==> src/rtl/clu_pkg.sv <==
`timescale 1ns / 1ps
`default_nettype none
// ----------------------------------------------------------------------------
// clu_pkg
// Shared types, token codes and character tables of the C subset lexer.
// ----------------------------------------------------------------------------
package clu_pkg;

    localparam int LINE_WIDTH_DEF   = 20;
    localparam int COLUMN_WIDTH_DEF = 16;

    // kind, error code, value and length; line and column come on top
    localparam int KIND_W        = 6;
    localparam int ERR_W         = 3;
    localparam int LIT_W         = 31;
    localparam int LEN_W         = 8;
    localparam int TOK_FIXED_W   = KIND_W + ERR_W + LIT_W + LEN_W;

    // token queue depth, room for two tokens of one item is needed
    localparam int Q_DEPTH = 4;

    localparam logic [KIND_W-1:0] KIND_END     = 6'd0;
    localparam logic [KIND_W-1:0] KIND_IDENT   = 6'd1;
    localparam logic [KIND_W-1:0] KIND_NUMBER  = 6'd2;
    localparam logic [KIND_W-1:0] KIND_CONST   = 6'd3;
    localparam logic [KIND_W-1:0] KIND_PLUS    = 6'd12;
    localparam logic [KIND_W-1:0] KIND_MINUS   = 6'd13;
    localparam logic [KIND_W-1:0] KIND_STAR    = 6'd14;
    localparam logic [KIND_W-1:0] KIND_SLASH   = 6'd15;
    localparam logic [KIND_W-1:0] KIND_PERCENT = 6'd16;
    localparam logic [KIND_W-1:0] KIND_SEMI    = 6'd17;
    localparam logic [KIND_W-1:0] KIND_COMMA   = 6'd18;
    localparam logic [KIND_W-1:0] KIND_LPAREN  = 6'd19;
    localparam logic [KIND_W-1:0] KIND_RPAREN  = 6'd20;
    localparam logic [KIND_W-1:0] KIND_LBRACE  = 6'd21;
    localparam logic [KIND_W-1:0] KIND_RBRACE  = 6'd22;
    localparam logic [KIND_W-1:0] KIND_ASSIGN  = 6'd23;
    localparam logic [KIND_W-1:0] KIND_NOT     = 6'd25;
    localparam logic [KIND_W-1:0] KIND_LT      = 6'd27;
    localparam logic [KIND_W-1:0] KIND_GT      = 6'd29;
    localparam logic [KIND_W-1:0] KIND_ANDAND  = 6'd31;
    localparam logic [KIND_W-1:0] KIND_OROR    = 6'd32;
    localparam logic [KIND_W-1:0] KIND_ERROR   = 6'd33;
    localparam logic [KIND_W-1:0] KIND_NONE    = 6'd0;

    localparam logic [ERR_W-1:0] ERR_TOO_LARGE    = 3'd0;
    localparam logic [ERR_W-1:0] ERR_LONE_AMP     = 3'd1;
    localparam logic [ERR_W-1:0] ERR_LONE_BAR     = 3'd2;
    localparam logic [ERR_W-1:0] ERR_BAD_CHAR     = 3'd3;
    localparam logic [ERR_W-1:0] ERR_OPEN_COMMENT = 3'd4;
    localparam logic [ERR_W-1:0] ERR_NONE         = 3'd0;

    localparam logic [7:0] CH_NEWLINE = 8'd10;

    typedef enum logic [2:0] {
        MODE_IDLE,
        MODE_IDENT,
        MODE_NUMBER,
        MODE_PEND,
        MODE_LINEC,
        MODE_BLOCK,
        MODE_BLOCKSTAR,
        MODE_ERROR
    } t_mode;

    typedef enum logic [2:0] {
        PEND_NONE,
        PEND_EQ,
        PEND_BANG,
        PEND_LT,
        PEND_GT,
        PEND_AMP,
        PEND_BAR,
        PEND_SLASH
    } t_pend;

    // tokens written into the queue by one transfer
    typedef struct packed {
        logic slot0;
        logic slot1;
    } t_push;

    // keywords packed first byte lowest
    localparam int NUM_KW = 9;
    localparam logic [63:0] KW_TEXT [NUM_KW] = '{
        64'h0000_0074_736E_6F63,   // const
        64'h0000_0000_0074_6E69,   // int
        64'h0000_0000_6469_6F76,   // void
        64'h0000_6E72_7574_6572,   // return
        64'h0000_0000_0000_6669,   // if
        64'h0000_0000_6573_6C65,   // else
        64'h0000_0065_6C69_6877,   // while
        64'h0000_006B_6165_7262,   // break
        64'h6575_6E69_746E_6F63    // continue
    };
    localparam logic [LEN_W-1:0] KW_LEN [NUM_KW] = '{
        8'd5, 8'd3, 8'd4, 8'd6, 8'd2, 8'd4, 8'd5, 8'd5, 8'd8
    };

    function automatic logic [KIND_W-1:0] kw_kind(input logic [63:0] prefix,
                                                  input logic [LEN_W-1:0] count);
        logic [KIND_W-1:0] kind;
        kind = KIND_IDENT;
        for (int k = 0; k < NUM_KW; k++) begin
            if (count == KW_LEN[k] && prefix == KW_TEXT[k]) begin
                kind = KIND_CONST + KIND_W'(k);
            end
        end
        return kind;
    endfunction

    function automatic logic [KIND_W-1:0] single_op(input logic [7:0] c);
        logic [KIND_W-1:0] kind;
        case (c)
            "+":     kind = KIND_PLUS;
            "-":     kind = KIND_MINUS;
            "*":     kind = KIND_STAR;
            "%":     kind = KIND_PERCENT;
            ";":     kind = KIND_SEMI;
            ",":     kind = KIND_COMMA;
            "(":     kind = KIND_LPAREN;
            ")":     kind = KIND_RPAREN;
            "{":     kind = KIND_LBRACE;
            "}":     kind = KIND_RBRACE;
            default: kind = KIND_NONE;
        endcase
        return kind;
    endfunction

    function automatic t_pend pend_code(input logic [7:0] c);
        t_pend p;
        case (c)
            "=":     p = PEND_EQ;
            "!":     p = PEND_BANG;
            "<":     p = PEND_LT;
            ">":     p = PEND_GT;
            "&":     p = PEND_AMP;
            "|":     p = PEND_BAR;
            "/":     p = PEND_SLASH;
            default: p = PEND_NONE;
        endcase
        return p;
    endfunction

    // one-char kind of a pending comparison or assignment; plus one when '=' follows
    function automatic logic [KIND_W-1:0] pend_kind(input t_pend p);
        logic [KIND_W-1:0] kind;
        unique case (p)
            PEND_EQ:   kind = KIND_ASSIGN;
            PEND_BANG: kind = KIND_NOT;
            PEND_LT:   kind = KIND_LT;
            default:   kind = KIND_GT;
        endcase
        return kind;
    endfunction

endpackage
`default_nettype wire

==> src/rtl/c_subset_lexer_unit.sv <==
`timescale 1ns / 1ps
`default_nettype none
// ----------------------------------------------------------------------------
// c_subset_lexer_unit
// Streaming lexer for a small C subset: one source byte in, tokens out.
// ----------------------------------------------------------------------------
//  channel   direction  payload                              tlast
//  s side    in         tdata[7:0] source byte                end of input
//  m side    out        tdata kind/err/value/line/col/len     last token of byte
//
//  one byte is taken per cycle while tready is high; the scanner state
//  updates in the cycle of the transfer and the tokens land in a four-entry
//  output queue. a byte yields zero, one or two tokens; tready drops while
//  fewer than two queue entries are free.
//  synchronous active-low reset returns the scanner to line 1, column 1.
// ----------------------------------------------------------------------------
module c_subset_lexer_unit
    import clu_pkg::*;
#(
    parameter int LINE_WIDTH   = LINE_WIDTH_DEF,
    parameter int COLUMN_WIDTH = COLUMN_WIDTH_DEF,
    parameter int TOK_W        = TOK_FIXED_W + LINE_WIDTH + COLUMN_WIDTH,
    parameter int TDATA_W      = ((TOK_W + 7) / 8) * 8
) (
    input  wire logic               i_clk,
    input  wire logic               i_rst_n,
    input  wire logic               i_s_tvalid,
    output logic                    o_s_tready,
    input  wire logic [7:0]         i_s_tdata,   // source_byte
    input  wire logic               i_s_tlast,   // end_of_input
    output logic                    o_m_tvalid,
    input  wire logic               i_m_tready,
    // token_kind, error_code, number_value, token_line, token_column,
    // ident_length, zero pad
    output logic [TDATA_W-1:0]      o_m_tdata,
    output logic                    o_m_tlast    // last_of_run
);

    t_push          push;
    logic [TOK_W:0] tok0, tok1, q_entry;
    logic           fire;

    assign fire = i_s_tvalid && o_s_tready;

    clu_core #(
        .LINE_WIDTH   (LINE_WIDTH),
        .COLUMN_WIDTH (COLUMN_WIDTH),
        .TOK_W        (TOK_W)
    ) u_core (
        .i_clk      (i_clk),
        .i_rst_n    (i_rst_n),
        .i_fire     (fire),
        .i_byte     (i_s_tdata),
        .i_eoi_flag (i_s_tlast),
        .o_push     (push),
        .o_tok0     (tok0),
        .o_tok1     (tok1)
    );

    clu_queue #(
        .ENTRY_W (TOK_W + 1)
    ) u_queue (
        .i_clk   (i_clk),
        .i_rst_n (i_rst_n),
        .i_push  (push),
        .i_tok0  (tok0),
        .i_tok1  (tok1),
        .o_room  (o_s_tready),
        .o_valid (o_m_tvalid),
        .i_ready (i_m_tready),
        .o_entry (q_entry)
    );

    assign o_m_tdata = TDATA_W'(q_entry[TOK_W-1:0]);
    assign o_m_tlast = q_entry[TOK_W];

endmodule
`default_nettype wire

==> src/rtl/clu_core.sv <==
`timescale 1ns / 1ps
`default_nettype none
// ----------------------------------------------------------------------------
// clu_core
// Scanner state and the per-byte step: up to two tokens for each byte.
// ----------------------------------------------------------------------------
module clu_core
    import clu_pkg::*;
#(
    parameter int LINE_WIDTH   = LINE_WIDTH_DEF,
    parameter int COLUMN_WIDTH = COLUMN_WIDTH_DEF,
    parameter int TOK_W        = TOK_FIXED_W + LINE_WIDTH + COLUMN_WIDTH
) (
    input  wire logic             i_clk,
    input  wire logic             i_rst_n,
    input  wire logic             i_fire,
    input  wire logic [7:0]       i_byte,
    input  wire logic             i_eoi_flag,
    output t_push                 o_push,
    output logic [TOK_W:0]        o_tok0,    // {last, token}
    output logic [TOK_W:0]        o_tok1
);

    localparam int LW = LINE_WIDTH;
    localparam int CW = COLUMN_WIDTH;

    t_mode              r_mode, n_mode;
    t_pend              r_pend, n_pend;
    logic [LW-1:0]      r_cur_line, n_cur_line, r_start_line, n_start_line;
    logic [CW-1:0]      r_cur_col, n_cur_col, r_start_col, n_start_col;
    logic [63:0]        r_prefix, n_prefix;
    logic [LEN_W-1:0]   r_count, n_count;
    logic [LIT_W-1:0]   r_lit, n_lit;
    logic               r_ovf, n_ovf;

    function automatic logic [TOK_W-1:0] make_tok(input logic [KIND_W-1:0] kind,
                                                  input logic [ERR_W-1:0]  err,
                                                  input logic [LIT_W-1:0]  val,
                                                  input logic [LW-1:0]     ln,
                                                  input logic [CW-1:0]     col,
                                                  input logic [LEN_W-1:0]  len);
        return {len, col, ln, val, err, kind};
    endfunction

    // byte classes
    logic              eoi, is_alpha, is_digit, is_space, is_alnum, bad_char;
    logic [KIND_W-1:0] sop;
    t_pend             pcode;
    logic [3:0]        digit;

    assign eoi      = i_eoi_flag || (i_byte == 8'd0);
    assign is_alpha = (i_byte >= "a" && i_byte <= "z") || (i_byte >= "A" && i_byte <= "Z")
                      || i_byte == "_";
    assign is_digit = i_byte >= "0" && i_byte <= "9";
    assign is_space = i_byte == " " || (i_byte >= 8'd9 && i_byte <= 8'd13);
    assign is_alnum = is_alpha || is_digit;
    assign sop      = single_op(i_byte);
    assign pcode    = pend_code(i_byte);
    assign bad_char = !is_space && !is_alpha && !is_digit && sop == KIND_NONE
                      && pcode == PEND_NONE;
    assign digit    = i_byte[3:0];

    // position after this byte
    logic [LW-1:0] adv_line;
    logic [CW-1:0] adv_col;
    always_comb begin
        adv_line = r_cur_line;
        adv_col  = r_cur_col;
        if (i_byte == CH_NEWLINE) begin
            if (r_cur_line != '1) adv_line = r_cur_line + LW'(1);
            adv_col = CW'(1);
        end else if (r_cur_col != '1) begin
            adv_col = r_cur_col + CW'(1);
        end
    end

    // literal times ten plus digit
    logic [LIT_W+3:0] lit_next;
    assign lit_next = ({4'd0, r_lit} << 3) + ({4'd0, r_lit} << 1) + (LIT_W+4)'(digit);

    logic [KIND_W-1:0] kw;
    assign kw = kw_kind(r_prefix, r_count);

    // how the token in progress ends
    logic              f_emit, f_done, f_adv, f_to_error, f_end;
    logic [KIND_W-1:0] f_kind;
    logic [ERR_W-1:0]  f_err;
    logic [LIT_W-1:0]  f_val;
    logic [LEN_W-1:0]  f_len;
    logic              amp_bar, want_ok;

    assign amp_bar = r_pend == PEND_AMP || r_pend == PEND_BAR;
    assign want_ok = (r_pend == PEND_AMP) ? (i_byte == "&") : (i_byte == "|");

    always_comb begin
        f_emit     = 1'b0;
        f_done     = 1'b0;
        f_adv      = 1'b0;
        f_to_error = 1'b0;
        f_end      = 1'b0;
        f_kind     = KIND_NONE;
        f_err      = ERR_NONE;
        f_val      = '0;
        f_len      = '0;
        unique case (r_mode)
            MODE_ERROR: begin
                f_done = 1'b1;
                f_end  = eoi;
            end
            MODE_IDENT: begin
                if (!eoi && is_alnum) begin
                    f_done = 1'b1;
                    f_adv  = 1'b1;
                end else begin
                    f_emit = 1'b1;
                    f_kind = kw;
                    f_len  = r_count;
                end
            end
            MODE_NUMBER: begin
                if (!eoi && is_digit) begin
                    f_done = 1'b1;
                    f_adv  = 1'b1;
                end else if (r_ovf) begin
                    f_emit     = 1'b1;
                    f_kind     = KIND_ERROR;
                    f_err      = ERR_TOO_LARGE;
                    f_done     = 1'b1;
                    f_to_error = 1'b1;
                    f_end      = eoi;
                end else begin
                    f_emit = 1'b1;
                    f_kind = KIND_NUMBER;
                    f_val  = r_lit;
                end
            end
            MODE_PEND: begin
                if (amp_bar) begin
                    f_emit = 1'b1;
                    f_done = 1'b1;
                    if (!eoi && want_ok) begin
                        f_kind = (r_pend == PEND_AMP) ? KIND_ANDAND : KIND_OROR;
                        f_adv  = 1'b1;
                    end else begin
                        f_kind     = KIND_ERROR;
                        f_err      = (r_pend == PEND_AMP) ? ERR_LONE_AMP : ERR_LONE_BAR;
                        f_to_error = 1'b1;
                        f_end      = eoi;
                    end
                end else if (r_pend == PEND_SLASH) begin
                    if (!eoi && (i_byte == "/" || i_byte == "*")) begin
                        f_done = 1'b1;
                        f_adv  = 1'b1;
                    end else begin
                        f_emit = 1'b1;
                        f_kind = KIND_SLASH;
                    end
                end else begin
                    f_emit = 1'b1;
                    f_kind = pend_kind(r_pend);
                    if (!eoi && i_byte == "=") begin
                        f_kind = pend_kind(r_pend) + KIND_W'(1);
                        f_done = 1'b1;
                        f_adv  = 1'b1;
                    end
                end
            end
            MODE_LINEC: begin
                if (!eoi && i_byte != CH_NEWLINE) begin
                    f_done = 1'b1;
                    f_adv  = 1'b1;
                end
            end
            MODE_BLOCK, MODE_BLOCKSTAR: begin
                f_done = 1'b1;
                if (eoi) begin
                    f_emit = 1'b1;
                    f_kind = KIND_ERROR;
                    f_err  = ERR_OPEN_COMMENT;
                    f_end  = 1'b1;
                end else begin
                    f_adv = 1'b1;
                end
            end
            default: begin
            end
        endcase
    end

    // end token or a token started and finished by this byte
    logic end_now, s_valid;
    logic [TOK_W-1:0] s_tok, f_tok;

    assign end_now = f_end || (!f_done && eoi);
    assign f_tok   = make_tok(f_kind, f_err, f_val, r_start_line, r_start_col, f_len);

    always_comb begin
        s_valid = 1'b0;
        s_tok   = make_tok(KIND_END, ERR_NONE, '0, r_cur_line, r_cur_col, '0);
        if (end_now) begin
            s_valid = 1'b1;
        end else if (!f_done && sop != KIND_NONE) begin
            s_valid = 1'b1;
            s_tok   = make_tok(sop, ERR_NONE, '0, r_cur_line, r_cur_col, '0);
        end else if (!f_done && bad_char) begin
            s_valid = 1'b1;
            s_tok   = make_tok(KIND_ERROR, ERR_BAD_CHAR, '0, r_cur_line, r_cur_col, '0);
        end
    end

    // outputs to the queue
    always_comb begin
        o_push.slot0 = i_fire && (f_emit || s_valid);
        o_push.slot1 = i_fire && f_emit && s_valid;
        o_tok0       = f_emit ? {!s_valid, f_tok} : {1'b1, s_tok};
        o_tok1       = {1'b1, s_tok};
    end

    // next state
    always_comb begin
        n_mode       = r_mode;
        n_pend       = r_pend;
        n_cur_line   = r_cur_line;
        n_cur_col    = r_cur_col;
        n_start_line = r_start_line;
        n_start_col  = r_start_col;
        n_prefix     = r_prefix;
        n_count      = r_count;
        n_lit        = r_lit;
        n_ovf        = r_ovf;
        if (!i_fire) begin
            // hold
        end else if (end_now) begin
            n_mode       = MODE_IDLE;
            n_pend       = PEND_NONE;
            n_cur_line   = LW'(1);
            n_cur_col    = CW'(1);
            n_start_line = LW'(1);
            n_start_col  = CW'(1);
            n_prefix     = '0;
            n_count      = '0;
            n_lit        = '0;
            n_ovf        = 1'b0;
        end else if (f_done) begin
            if (f_adv) begin
                n_cur_line = adv_line;
                n_cur_col  = adv_col;
            end
            unique case (r_mode)
                MODE_IDENT: begin
                    for (int i = 0; i < 8; i++) begin
                        if (r_count == LEN_W'(i)) n_prefix[8*i +: 8] = i_byte;
                    end
                    if (r_count != '1) n_count = r_count + LEN_W'(1);
                end
                MODE_NUMBER: begin
                    if (f_to_error) begin
                        n_mode = MODE_ERROR;
                    end else if (!r_ovf) begin
                        if (lit_next[LIT_W+3:LIT_W] != '0) n_ovf = 1'b1;
                        else n_lit = lit_next[LIT_W-1:0];
                    end
                end
                MODE_PEND: begin
                    if (f_to_error) n_mode = MODE_ERROR;
                    else if (r_pend == PEND_SLASH)
                        n_mode = (i_byte == "/") ? MODE_LINEC : MODE_BLOCK;
                    else n_mode = MODE_IDLE;
                end
                MODE_BLOCK, MODE_BLOCKSTAR: begin
                    if (r_mode == MODE_BLOCKSTAR && i_byte == "/") n_mode = MODE_IDLE;
                    else if (i_byte == "*") n_mode = MODE_BLOCKSTAR;
                    else n_mode = MODE_BLOCK;
                end
                default: begin
                end
            endcase
        end else begin
            // the byte starts something new
            n_mode       = MODE_IDLE;
            n_start_line = r_cur_line;
            n_start_col  = r_cur_col;
            if (!bad_char) begin
                n_cur_line = adv_line;
                n_cur_col  = adv_col;
            end
            if (is_alpha) begin
                n_mode   = MODE_IDENT;
                n_prefix = {56'd0, i_byte};
                n_count  = LEN_W'(1);
            end else if (is_digit) begin
                n_mode = MODE_NUMBER;
                n_lit  = LIT_W'(digit);
                n_ovf  = 1'b0;
            end else if (pcode != PEND_NONE) begin
                n_mode = MODE_PEND;
                n_pend = pcode;
            end else if (bad_char) begin
                n_mode = MODE_ERROR;
            end
        end
    end

    always_ff @(posedge i_clk) begin
        if (!i_rst_n) begin
            r_mode       <= MODE_IDLE;
            r_pend       <= PEND_NONE;
            r_cur_line   <= LW'(1);
            r_cur_col    <= CW'(1);
            r_start_line <= LW'(1);
            r_start_col  <= CW'(1);
            r_prefix     <= '0;
            r_count      <= '0;
            r_lit        <= '0;
            r_ovf        <= 1'b0;
        end else begin
            r_mode       <= n_mode;
            r_pend       <= n_pend;
            r_cur_line   <= n_cur_line;
            r_cur_col    <= n_cur_col;
            r_start_line <= n_start_line;
            r_start_col  <= n_start_col;
            r_prefix     <= n_prefix;
            r_count      <= n_count;
            r_lit        <= n_lit;
            r_ovf        <= n_ovf;
        end
    end

endmodule
`default_nettype wire

==> src/rtl/clu_queue.sv <==
`timescale 1ns / 1ps
`default_nettype none
// ----------------------------------------------------------------------------
// clu_queue
// Small token queue: takes up to two tokens a cycle, hands out one while the reader is ready.
// ----------------------------------------------------------------------------
module clu_queue
    import clu_pkg::*;
#(
    parameter int ENTRY_W = TOK_FIXED_W + LINE_WIDTH_DEF + COLUMN_WIDTH_DEF + 1
) (
    input  wire logic               i_clk,
    input  wire logic               i_rst_n,
    input  t_push                   i_push,
    input  wire logic [ENTRY_W-1:0] i_tok0,
    input  wire logic [ENTRY_W-1:0] i_tok1,
    output logic                    o_room,
    output logic                    o_valid,
    input  wire logic               i_ready,
    output logic [ENTRY_W-1:0]      o_entry
);

    localparam int PTR_W = $clog2(Q_DEPTH);
    localparam int CNT_W = $clog2(Q_DEPTH + 1);

    logic [ENTRY_W-1:0] r_mem [Q_DEPTH];
    logic [PTR_W-1:0]   r_wp, n_wp, r_rp, n_rp;
    logic [CNT_W-1:0]   r_cnt, n_cnt;
    logic               pop;
    logic [PTR_W-1:0]   wp1;

    assign pop     = (r_cnt != '0) && i_ready;
    assign wp1     = r_wp + PTR_W'(1);
    assign o_valid = r_cnt != '0;
    assign o_entry = r_mem[r_rp];
    assign o_room  = r_cnt <= CNT_W'(Q_DEPTH - 2);

    always_comb begin
        n_wp  = r_wp + PTR_W'(i_push.slot0) + PTR_W'(i_push.slot1);
        n_rp  = r_rp + PTR_W'(pop);
        n_cnt = r_cnt + CNT_W'(i_push.slot0) + CNT_W'(i_push.slot1) - CNT_W'(pop);
    end

    always_ff @(posedge i_clk) begin
        if (!i_rst_n) begin
            r_wp  <= '0;
            r_rp  <= '0;
            r_cnt <= '0;
        end else begin
            r_wp  <= n_wp;
            r_rp  <= n_rp;
            r_cnt <= n_cnt;
        end
    end

    always_ff @(posedge i_clk) begin
        if (i_push.slot0) r_mem[r_wp] <= i_tok0;
        if (i_push.slot1) r_mem[wp1]  <= i_tok1;
    end

endmodule
`default_nettype wire

==> config.mk <==
export PLATFORM = sky130hd
export DESIGN_NAME = c_subset_lexer_unit
export DESIGN_NICKNAME = d
export VERILOG_FILES = /design/src/rtl/clu_pkg.sv /design/src/rtl/c_subset_lexer_unit.sv /design/src/rtl/clu_core.sv /design/src/rtl/clu_queue.sv
export SDC_FILE = /design/constraint.sdc
export NUM_CORES = 1
export LEC_CHECK = 0
export BUFFER_PORTS_ARGS = -buffer_cell sky130_fd_sc_hd__clkbuf_2
export CAP_MARGIN = 20
export CORE_ASPECT_RATIO = 0.75
export CORE_UTILIZATION = 45
export DETAILED_ROUTE_END_ITERATION = 7
export PLACE_DENSITY = 0.68
export SYNTH_ARGS = -nofsm -noshare
export SYNTH_HDL_FRONTEND = slang
export SYNTH_SLANG_ARGS = --single-unit
==> constraint.sdc <==
create_clock -name i_clk -period 5.8 [get_ports i_clk]
set_clock_uncertainty 0.1 [all_clocks]
set_input_delay 0.58 -clock i_clk [delete_from_list [all_inputs] [get_ports i_clk]]
set_output_delay 0.58 -clock i_clk [all_outputs]
set_load 0.01 [all_outputs]
==> results of run 1 <==
## cells in the mapped netlist (8+ instances only)
master,number
nor2b_1,14
nor3_1,48
nand4_1,31
o22ai_1,57
o211ai_1,8
and3_1,35
ha_1,74
nand3_1,211
dfxtp_1,353
o21ai_0,216
a21o_1,15
xnor2_1,16
buf_1,28
inv_1,58
nand4b_1,17
buf_6,9
a22o_1,144
xor2_1,24
buf_2,37
nand3b_1,9
edfxtp_1,176
mux4_2,85
a22oi_1,43
nor2_1,181
or4_1,15
clkbuf_1,158
a31oi_1,11
a211oi_1,14
o21ai_1,20
or3_1,11
nand2b_1,17
mux2i_1,42
nand2_1,196
o21a_1,11
and2_1,16
a21oi_1,96
nor4_1,23
## worst max-delay path by stage
| stage | from | endpoint | slack (ps) |
|---|---|---|---|
| detailed placement | i_s_tdata[3] | u_core.r_lit[11] | 800 |
| global route | i_s_tdata[3] | u_core.r_lit[11] | 1110 |
| floorplan | i_s_tdata[1] | u_queue.r_mem[0][0] | 1460 |
| CTS | i_s_tdata[3] | u_core.r_lit[11] | 1420 |
| global placement | i_s_tdata[3] | u_core.r_lit[25] | 990 |
| finish | i_s_tdata[3] | u_core.r_lit[11] | 1400 |
## area by class of cell
class	instances	area share (%)
clock buffer	76	5.16
clock inverter	20	0.899
inverter	58	0.754
multi-input combinational	1830	44.5
sequential	529	42.3
tap	780	3.34
timing repair buffer	140	3.01
## layer usage
metal	part of all wire, %	vias up	wire length [um]
met4	2.1	0	1620
met5	0	-	0
met3	9.1	109	6950
met1	45	10692	34600
li1	-	9879	-
met2	44	997	33300
## where the power goes
part / internal (mW) / switching, mW / total [mW]
sequential: 4.14 / 0.211 / 4.35
combinational: 0.776 / 1.57 / 2.35
clock: 1.99 / 1.49 / 3.49
## registers in the layout, indices dropped and copies added, names as in the netlist
register	cells
u_queue.r_mem	340
u_core.r_count	8
u_core.r_cur_col	16
u_core.r_mode	3
u_core.r_pend	3
u_queue.r_rp	2
u_core.r_prefix	64
u_queue.r_cnt	3
u_core.r_lit	31
u_core.r_start_line	20
u_core.r_cur_line	20
u_core.r_start_col	16
u_core.r_ovf	1
u_queue.r_wp	2
## placed cells by master (no fill, tap or decap), types with 16 or more instances in the layout
cell	Yosys	routed
nor4_1	23	22
mux2i_1	42	42
nand4b_1	17	17
nand2b_1	17	17
a21oi_1	96	94
clkbuf_16	0	53
o21ai_0	216	216
nor3_1	48	45
and2_1	16	16
nand3_1	211	210
a22o_1	144	144
xor2_1	24	24
o21ai_1	20	20
and3_1	35	35
buf_4	7	34
mux4_2	85	85
clkbuf_2	0	99
nand2_1	196	188
a22oi_1	43	43
o22ai_1	57	57
dfxtp_1	353	351
edfxtp_1	176	176
inv_1	58	57
nor2_1	181	177
nand4_1	31	31
xnor2_1	16	16
ha_1	74	74
## kinds of logic (layout without fill, tap and decap cells)
kind of cell	count (synthesis)	after routing	share of synthesized area, %
simple gates	874	874	16.8
fa+ha+maj	79	79	3.87
mux	128	128	8.84
flops	529	529	46.5
buf+inv	298	294	4.76
xor+xnor	40	40	1.32
other cells	1	4	0.0141
compound gates	705	705	17.9
## worst max-delay path: stages
cell	delay, ps
clkbuf_2	480
fa_1	540
ha_1	300
a21oi_1	70
nand4b_1	220
a2111o_1	470
and3_1	190
o21ai_1	210
a31oi_1	180
o21a_1	240
o32ai_2	580
nand3_4	430
o22ai_1	250
## metrics by stage
stage | cell area, um^2 | hold WS (ps) | util [%] | total power [mW] | worst slack, ps
CTS | 29200 | 334 | 50.5 | 10.2 | 1420
finish | 29200 | 342 | 50.5 | 10.2 | 1400
detailed placement | 27400 | 337 | 47.5 | 6.76 | 805
global route | 29200 | 365 | 50.5 | 10.6 | 1110
floorplan | 26500 | 317 | - | 5.89 | 1460
global placement | 27400 | 327 | 47.5 | 6.71 | 995
==> results.yml, run 1 <==
status:
  status: "finished clean"
finish:
  multiInputGateArea_mm2: 0.0130
  diodes: 0
  layout.area.seq_mm2: 0.0124
  instances_no_fill: 3433
  area_growth_pct: 10.1
  layout-drive-gt1-share_pct: 13.9
  nFillCells: 5186
  finalNetCount: 2703
setup_path:
  worst_setup_path_end_kind: "flip-flop"
  r2r_slack_ps: 1420
  crit_fanout: 27
  rr_worst_depth: 11
  r2r-start: "u_core.r_mode[0]"
  worstPathArrival_ps: 4800
  rr_endpoint: "u_queue.r_mem[1][84]"
  crit_type: "input port to flip-flop"
  critPathRequiredTime_ps: 6200
  cp-start-kind: "input port"
clock_tree:
  cts_tree: "built"
  clk_pin_slew_ps: 60
  root_buffer: "clkbuf_16"
  ctsResizeCount: 0
  htree_levels: 2
  cts_hold_buf: 0
  cts_sinks: 529
  cts_setup_buffers: 0
  numCtsBuffers: 52
  clock_tree.buffer_depth: 3
  clock_latency_ps: 620
routing:
  drc: 0
  detail_route.first_pass.iterations: 5
  via_count: 21677
  drt_iter0_drc: 2527
  drt-total-wl_um: 76500
  wl_per_cell_um: 22.3
  drt.antenna.violating_nets: 0
  viasPerCell: 6.31
min_path:
  min_path_type: "flip-flop to flip-flop"
  hold_path_depth: 2
  worst_hold_path.endpoint: "u_core.r_prefix[31]"
  min_from: "u_core.r_prefix[31]"
placed_design:
  dp_cells: 3336
  numPortBuffers: 99
  gp_congestion: 0.934
  dp_hpwl_um: 49400
grt:
  grt_use_met1_pct: 37.5
  grt-ovfl-total: 0
  grt_pass1_vias: 20467
  busiest_layer: "met2"
  met2_usage_pct: 37.5
  grt_start_max_net_pins: 89
  antenna_found_initial: 0
  grt_pass1_wl_um: 119000
  grt_usage_pct: 25.2
  met3_usage_pct: 4.60
sta:
  tightestPinTransition_ps: 1040
  tns_ps: 0
  setup_viol: 0
  hold_viol: 0
  slew_headroom_pct: 29.8
  maxSlewViolCount: 0
  post-route-period-util_pct: 75.8
  rsz0062_at_grt: "false"
  max_freq_mhz: 227
  fin_crit_ps: 4400
pwr:
  p_leak_nw: 10.3
  ir_drop_mv: 0.227
  p_per_area_mw_per_mm2: 349
synthesis:
  synth_enable_flop_cells: 176
  ys_seq_area_share_pct: 46.5
  netlist.area_leader.share_pct: 26.6
  netlist_instances: 2654
  ys.flop_type: "dfxtp_1"
  synth_warnings: 0
  synth_cell_type_count: 101
  async_reset_ff_share_pct: 0
  netlist_area_mm2: 0.0265
  synthTopCellsByArea: "dfxtp_1 (27%), edfxtp_1 (20%), mux4_2 (7.2%)"
  synth_top_area_cell: "dfxtp_1"
  synth_area_per_cell_um2: 10.0
  ys_ff_latch: 529
flow_run:
  maxCapViolCount: 0
floorplan:
  dieArea_mm2: 0.0600
  die_h_um: 212
  die_x_um: 282
  core_area_mm2: 0.0578
  ios: 104
  start_util_pct: 45.9
  fp-row-count: 76
(Power assumes the default switching activity.)
==> run 2: changes to the inputs <==
clock period = 4.5 ns   (was 5.8 ns; I/O delays follow)
==> run 2 against run 1 <==
Final cell count up 0.76%. Wire length about the same. Critical path depth unchanged. Global-route usage is essentially flat. First-iteration DRC count is 4.2% lower. Sequential power increased by 28%. Flip-flop and latch count is the same. Final area up 0.96%. Worst setup slack got worse by 1000 ps. Die area is the same. Non-clock buffer count grew 22. Highest routed layer unchanged.
==> results.yml, run 2 (synthesized netlist as in run 1, its figures left out) <==
setup_path:
  worstPathArrival_ps: 4510
  critPathRequiredTime_ps: 4890
  crit_fanout: 27
  worst_setup_path_end_kind: "flip-flop"
  crit_type: "flip-flop to flip-flop"
  cp-start-kind: "flip-flop"
pwr:
  netSwitchingFraction_pct: 32.2
  p_per_area_mw_per_mm2: 452
  power_mw: 13.3
  p_switching_mw: 4.29
  ir_drop_mv: 0.331
  seqPwrFrac_pct: 41.9
  pwr-share-clk_pct: 34.8
  p_leak_nw: 10.5
  combPwrFrac_pct: 23.4
  internal_power_mw: 9.03
min_path:
  min_path_type: "input port to flip-flop"
sta:
  setup_viol: 0
  fin_ws_ps: 381
  max_freq_mhz: 243
  post-route-period-util_pct: 91.5
  maxSlewViolCount: 0
  slew_headroom_pct: 37.5
  rsz0062_at_grt: "false"
  hold_viol: 0
  tightestPinTransition_ps: 928
  fin_crit_ps: 4120
  tns_ps: 0
clock_tree:
  cts_sinks: 529
  clock_latency_ps: 650
  cts_hold_buf: 0
  cts_setup_buffers: 0
  cts_tree: "built"
  clk_pin_slew_ps: 60
  root_buffer: "clkbuf_16"
  numCtsBuffers: 54
  htree_levels: 2
  clock_tree.buffer_depth: 3
  ctsResizeCount: 0
placed_design:
  dp_cells: 3359
  gp_congestion: 0.922
  dp_hpwl_um: 50100
  numPortBuffers: 99
  place_area_mm2: 0.0277
  post-place-ws_ps: 96.9
finish:
  final_common_cell: "dfxtp_1"
  most-common-layout-cells: "dfxtp_1 (351), o21ai_0 (216), nand3_1 (210), nand2_1 (188), nor2_1 (177)"
  instances_no_fill: 3459
  area_growth_pct: 11.2
  layout-drive-gt1-share_pct: 14.7
  postLayoutCellArea_mm2: 0.0295
  finalNetCount: 2727
  nFillCells: 5178
  largestRegisters: "u_queue.r_mem x340, u_core.r_prefix x64, u_core.r_lit x31"
  regMostFlops: "u_queue.r_mem"
  largest_reg_flops: 340
routing:
  drc: 0
  wl_per_cell_um: 22.1
  drt-total-wl_um: 76600
  detail_route.first_pass.iterations: 6
  via_count: 21655
  drt.antenna.violating_nets: 0
  drt_iter0_drc: 2421
  viasPerCell: 6.26
grt:
  grt-ovfl-total: 0
  grt_pass1_vias: 20302
  grt_pass1_wl_um: 118000
  grt_usage_pct: 25.2
  grt_start_max_net_pins: 89
  antenna_found_initial: 0
flow_run:
  maxCapViolCount: 0
floorplan:
  die_h_um: 212
  start_util_pct: 45.9
  die_x_um: 282
  fp-row-count: 76
  ios: 104
  dieArea_mm2: 0.0600
  core_area_mm2: 0.0578
status:
  status: "finished clean"
==> run 2: critical path, stage by stage (launching register included) <==
cell and delay [ps]:
dfxtp_1 370, fa_1 550, inv_1 60, fa_1 440, nand2b_1 180, a21oi_1 220, o21ai_0 180, a21oi_1 310
a31o_2 250, o41ai_1 100, and3_1 220, or3_1 520, nand3_4 320, o22ai_1 150
==> run 2: metal layers <==
layer  global-route usage [%]  part of all wire, %
met5                        0                    0
met4                     6.92                  1.8
met3                     4.45                  8.8
met2                     36.2                   43
met1                     38.5                   47
==> run 2: path summary, 6_finish.rpt <==
kind | start | end | slack [ps] | depth (start not counted)
setup / recovery | u_core.r_lit[0] | u_core.r_lit[28] | 380 | 13
hold / removal | i_s_tdata[4] | u_core.r_prefix[4] | 270 | 3
hold reg to reg | u_core.r_prefix[31] | u_core.r_prefix[31] | 350 | 2
setup reg to reg | u_core.r_lit[0] | u_core.r_lit[28] | 380 | 13
==> run 2: area by class of cell <==
cell class / count / area (um^2) / area share (%)
Multi-Input combinational cell: 1830 / 13000 / 44.1
Sequential cell: 529 / 12400 / 41.9
Clock buffer: 78 / 1550 / 5.26
Timing Repair Buffer: 162 / 1090 / 3.71
Tap cell: 780 / 976 / 3.31
Clock inverter: 21 / 280 / 0.950
Inverter: 58 / 220 / 0.747
Antenna cell: 1 / 2.50 / 0.00848
==> run 2: power groups by stage <==
stage | Clock (mW) | Combinational [mW] | Sequential [mW]
6_report | 4.63 | 3.11 | 5.58
5_1_grt | 4.89 | 3.32 | 5.62
4_1_cts | 4.69 | 3.10 | 5.58
3_5_place_dp | 0 | 3.09 | 5.68
3_3_place_gp | 0 | 3.06 | 5.66
2_1_floorplan | 0 | 2.07 | 5.52
==> run 2: per-stage QoR <==
| stage | hold slack [ps] | util [%] |
|---|---|---|
| after floorplan | 317 | - |
| after global placement | 336 | 47.8 |
| after detailed placement | 341 | 47.8 |
| after CTS | 249 | 51.0 |
| after global routing | 284 | 51.0 |
| final | 275 | 51.0 |
==> run 3: changes to the inputs <==
CELL_PAD_IN_SITES_DETAIL_PLACEMENT = 1   (was not set)
CELL_PAD_IN_SITES_GLOBAL_PLACEMENT = 2   (was not set)
CORE_UTILIZATION = 41   (was 45)
PLACE_DENSITY = 0.87   (was 0.68)
==> run 3 against run 2 <==
Flip-flop and latch count unchanged. Final area up 0.69%. Sequential share of layout area down 0.29 points. Fmax down 0.48%. Worst setup slack got worse by 20 ps. Via count rose by 1.1%. Wire length rose by 13%. First-iteration DRC count is 12% lower. Sequential power about the same. Register-to-register slack got worse by 20 ps. Hold slack worse by 96 ps. Core utilization is 4.4 points lower. Critical endpoint is now u_core.r_lit[11]. Largest power group unchanged.
==> results.yml, run 3 (synthesized netlist as in run 1, its figures left out) <==
setup_path:
  crit_fanout: 27
  worstPathArrival_ps: 4580
  crit_type: "flip-flop to flip-flop"
  worst_setup_path_end_kind: "flip-flop"
  rr_worst_depth: 12
  cp-start-kind: "flip-flop"
  critPathRequiredTime_ps: 4940
routing:
  via_count: 21896
  drc: 0
  viasPerCell: 6.18
  drt.antenna.violating_nets: 0
  drt_iter0_drc: 2129
  drt-total-wl_um: 86600
  detail_route.first_pass.iterations: 5
  wl_per_cell_um: 24.4
grt:
  grt-ovfl-total: 0
  antenna_found_initial: 3
  grt_pass1_wl_um: 134000
  grt_usage_pct: 26.0
  grt_pass1_vias: 22506
  grt_start_max_net_pins: 89
sta:
  max_freq_mhz: 242
  fin_crit_ps: 4140
  setup_viol: 0
  fin_ws_ps: 361
  maxSlewViolCount: 0
  post-route-period-util_pct: 92.0
  rsz0062_at_grt: "false"
  hold_viol: 0
  tightestPinTransition_ps: 1010
  slew_headroom_pct: 31.8
pwr:
  internal_power_mw: 9.20
  netSwitchingFraction_pct: 32.4
  seqPwrFrac_pct: 41.2
  p_leak_nw: 10.6
  p_switching_mw: 4.41
  ir_drop_mv: 0.310
  p_per_area_mw_per_mm2: 458
  pwr-share-clk_pct: 35.4
  power_mw: 13.6
  combPwrFrac_pct: 23.4
finish:
  postLayoutCellArea_mm2: 0.0297
  nFillCells: 7032
  final_common_cell: "dfxtp_1"
  final_util_pct: 46.6
  layout-drive-gt1-share_pct: 15.0
  multiInputGateArea_mm2: 0.0130
  largestRegisters: "u_queue.r_mem x340, u_core.r_prefix x64, u_core.r_lit x31"
  most-common-layout-cells: "dfxtp_1 (351), o21ai_0 (216), nand3_1 (210), nand2_1 (188), nor2_1 (177)"
  finalNetCount: 2729
  regMostFlops: "u_queue.r_mem"
  largest_reg_flops: 340
  area_growth_pct: 11.9
  layout.area.seq_mm2: 0.0124
clock_tree:
  clk_pin_slew_ps: 60
  clock_latency_ps: 640
  root_buffer: "clkbuf_16"
  cts_tree: "built"
  clock_tree.buffer_depth: 3
  numCtsBuffers: 55
  cts_sinks: 529
  htree_levels: 2
floorplan:
  die_x_um: 296
  dieArea_mm2: 0.0658
  start_util_pct: 41.6
  core_area_mm2: 0.0638
  fp-row-count: 80
  ios: 104
  die_h_um: 222
status:
  status: "finished clean"
min_path:
  hold_path_depth: 4
  min_path_type: "input port to flip-flop"
placed_design:
  numPortBuffers: 99
  place_area_mm2: 0.0278
  dp_hpwl_um: 56800
  post-place-ws_ps: -25.4
  gp_congestion: 0.915
flow_run:
  maxCapViolCount: 0
## run 3: changes by cell type in the layout (fill, tap and decap cells not counted), sizes merged
| cell | delta |
|---|---|
| buf | +1 |
| inv | -4 |
| clkinv | +8 |
| clkbuf | -4 |
| bufinv | +3 |
## run 3: per-stage QoR
stage / cells / setup TNS (ps) / hold slack, ps
global placement: 3440 / 0 / 330
floorplan: 2657 / 0 / 317
global route: 3543 / 0 / 193
detailed placement: 3441 / -49.5 / 345
finish: 3544 / 0 / 179
CTS: 3543 / 0 / 150
## run 3: path summary, 6_finish.rpt
check | startpoint | endpoint | slack, ps
min reg2reg | u_queue.r_mem[0][82] | u_queue.r_mem[0][82] | 360
max | u_core.r_lit[13] | u_core.r_lit[11] | 360
max reg2reg | u_core.r_lit[13] | u_core.r_lit[11] | 360
min | i_s_tdata[0] | u_core.r_prefix[0] | 180
## run 3: cell type report
cell class / instances / share of cell area (%)
flip-flops and latches: 529 / 41.6
well taps: 861 / 3.63
inverters: 58 / 0.741
diodes: 1 / 0.00843
clock buffers: 74 / 5.14
clock inverters: 28 / 1.24
repair buffers: 163 / 3.77
multi-input cells: 1830 / 43.9
## run 3: power groups by stage
stage                     Combinational, mW  Sequential [mW]  Clock (mW)
after floorplan                        2.07             5.52           0
after global placement                 3.08             5.68           0
after detailed placement               3.16             5.71           0
after CTS                              3.17             5.61        4.88
after global routing                   3.38             5.65        5.07
final                                  3.19             5.61        4.81
## run 3: per-layer routing
metal	wire, um	global-route usage, %	up-vias	share of wire [%]
met3	5120	3.69	102	5.9
met1	40000	37.6	11239	46
met2	39900	40.7	621	46
met5	28	0	-	0.032
li1	-	-	9930	-
met4	1510	6.25	4	1.7
## run 3: critical path, cell delays in order, from the launching register on
cell      delay [ps]
dfxtp_1          420
ha_1             270
ha_1             410
a21o_1           210
a21o_1           210
a211oi_1         240
a21oi_1          140
a31o_2           320
o41ai_1          410
mux2i_1          320
or3_1            350
nand3_4          380
o22ai_1          250
## run 3: repair_timing
action / 4_1_cts / 5_1_grt
resized for setup: 0 / 1
setup buffers: 0 / 0
endpoints found under the setup margin: 0 / 27
hold buffers: 0 / 0
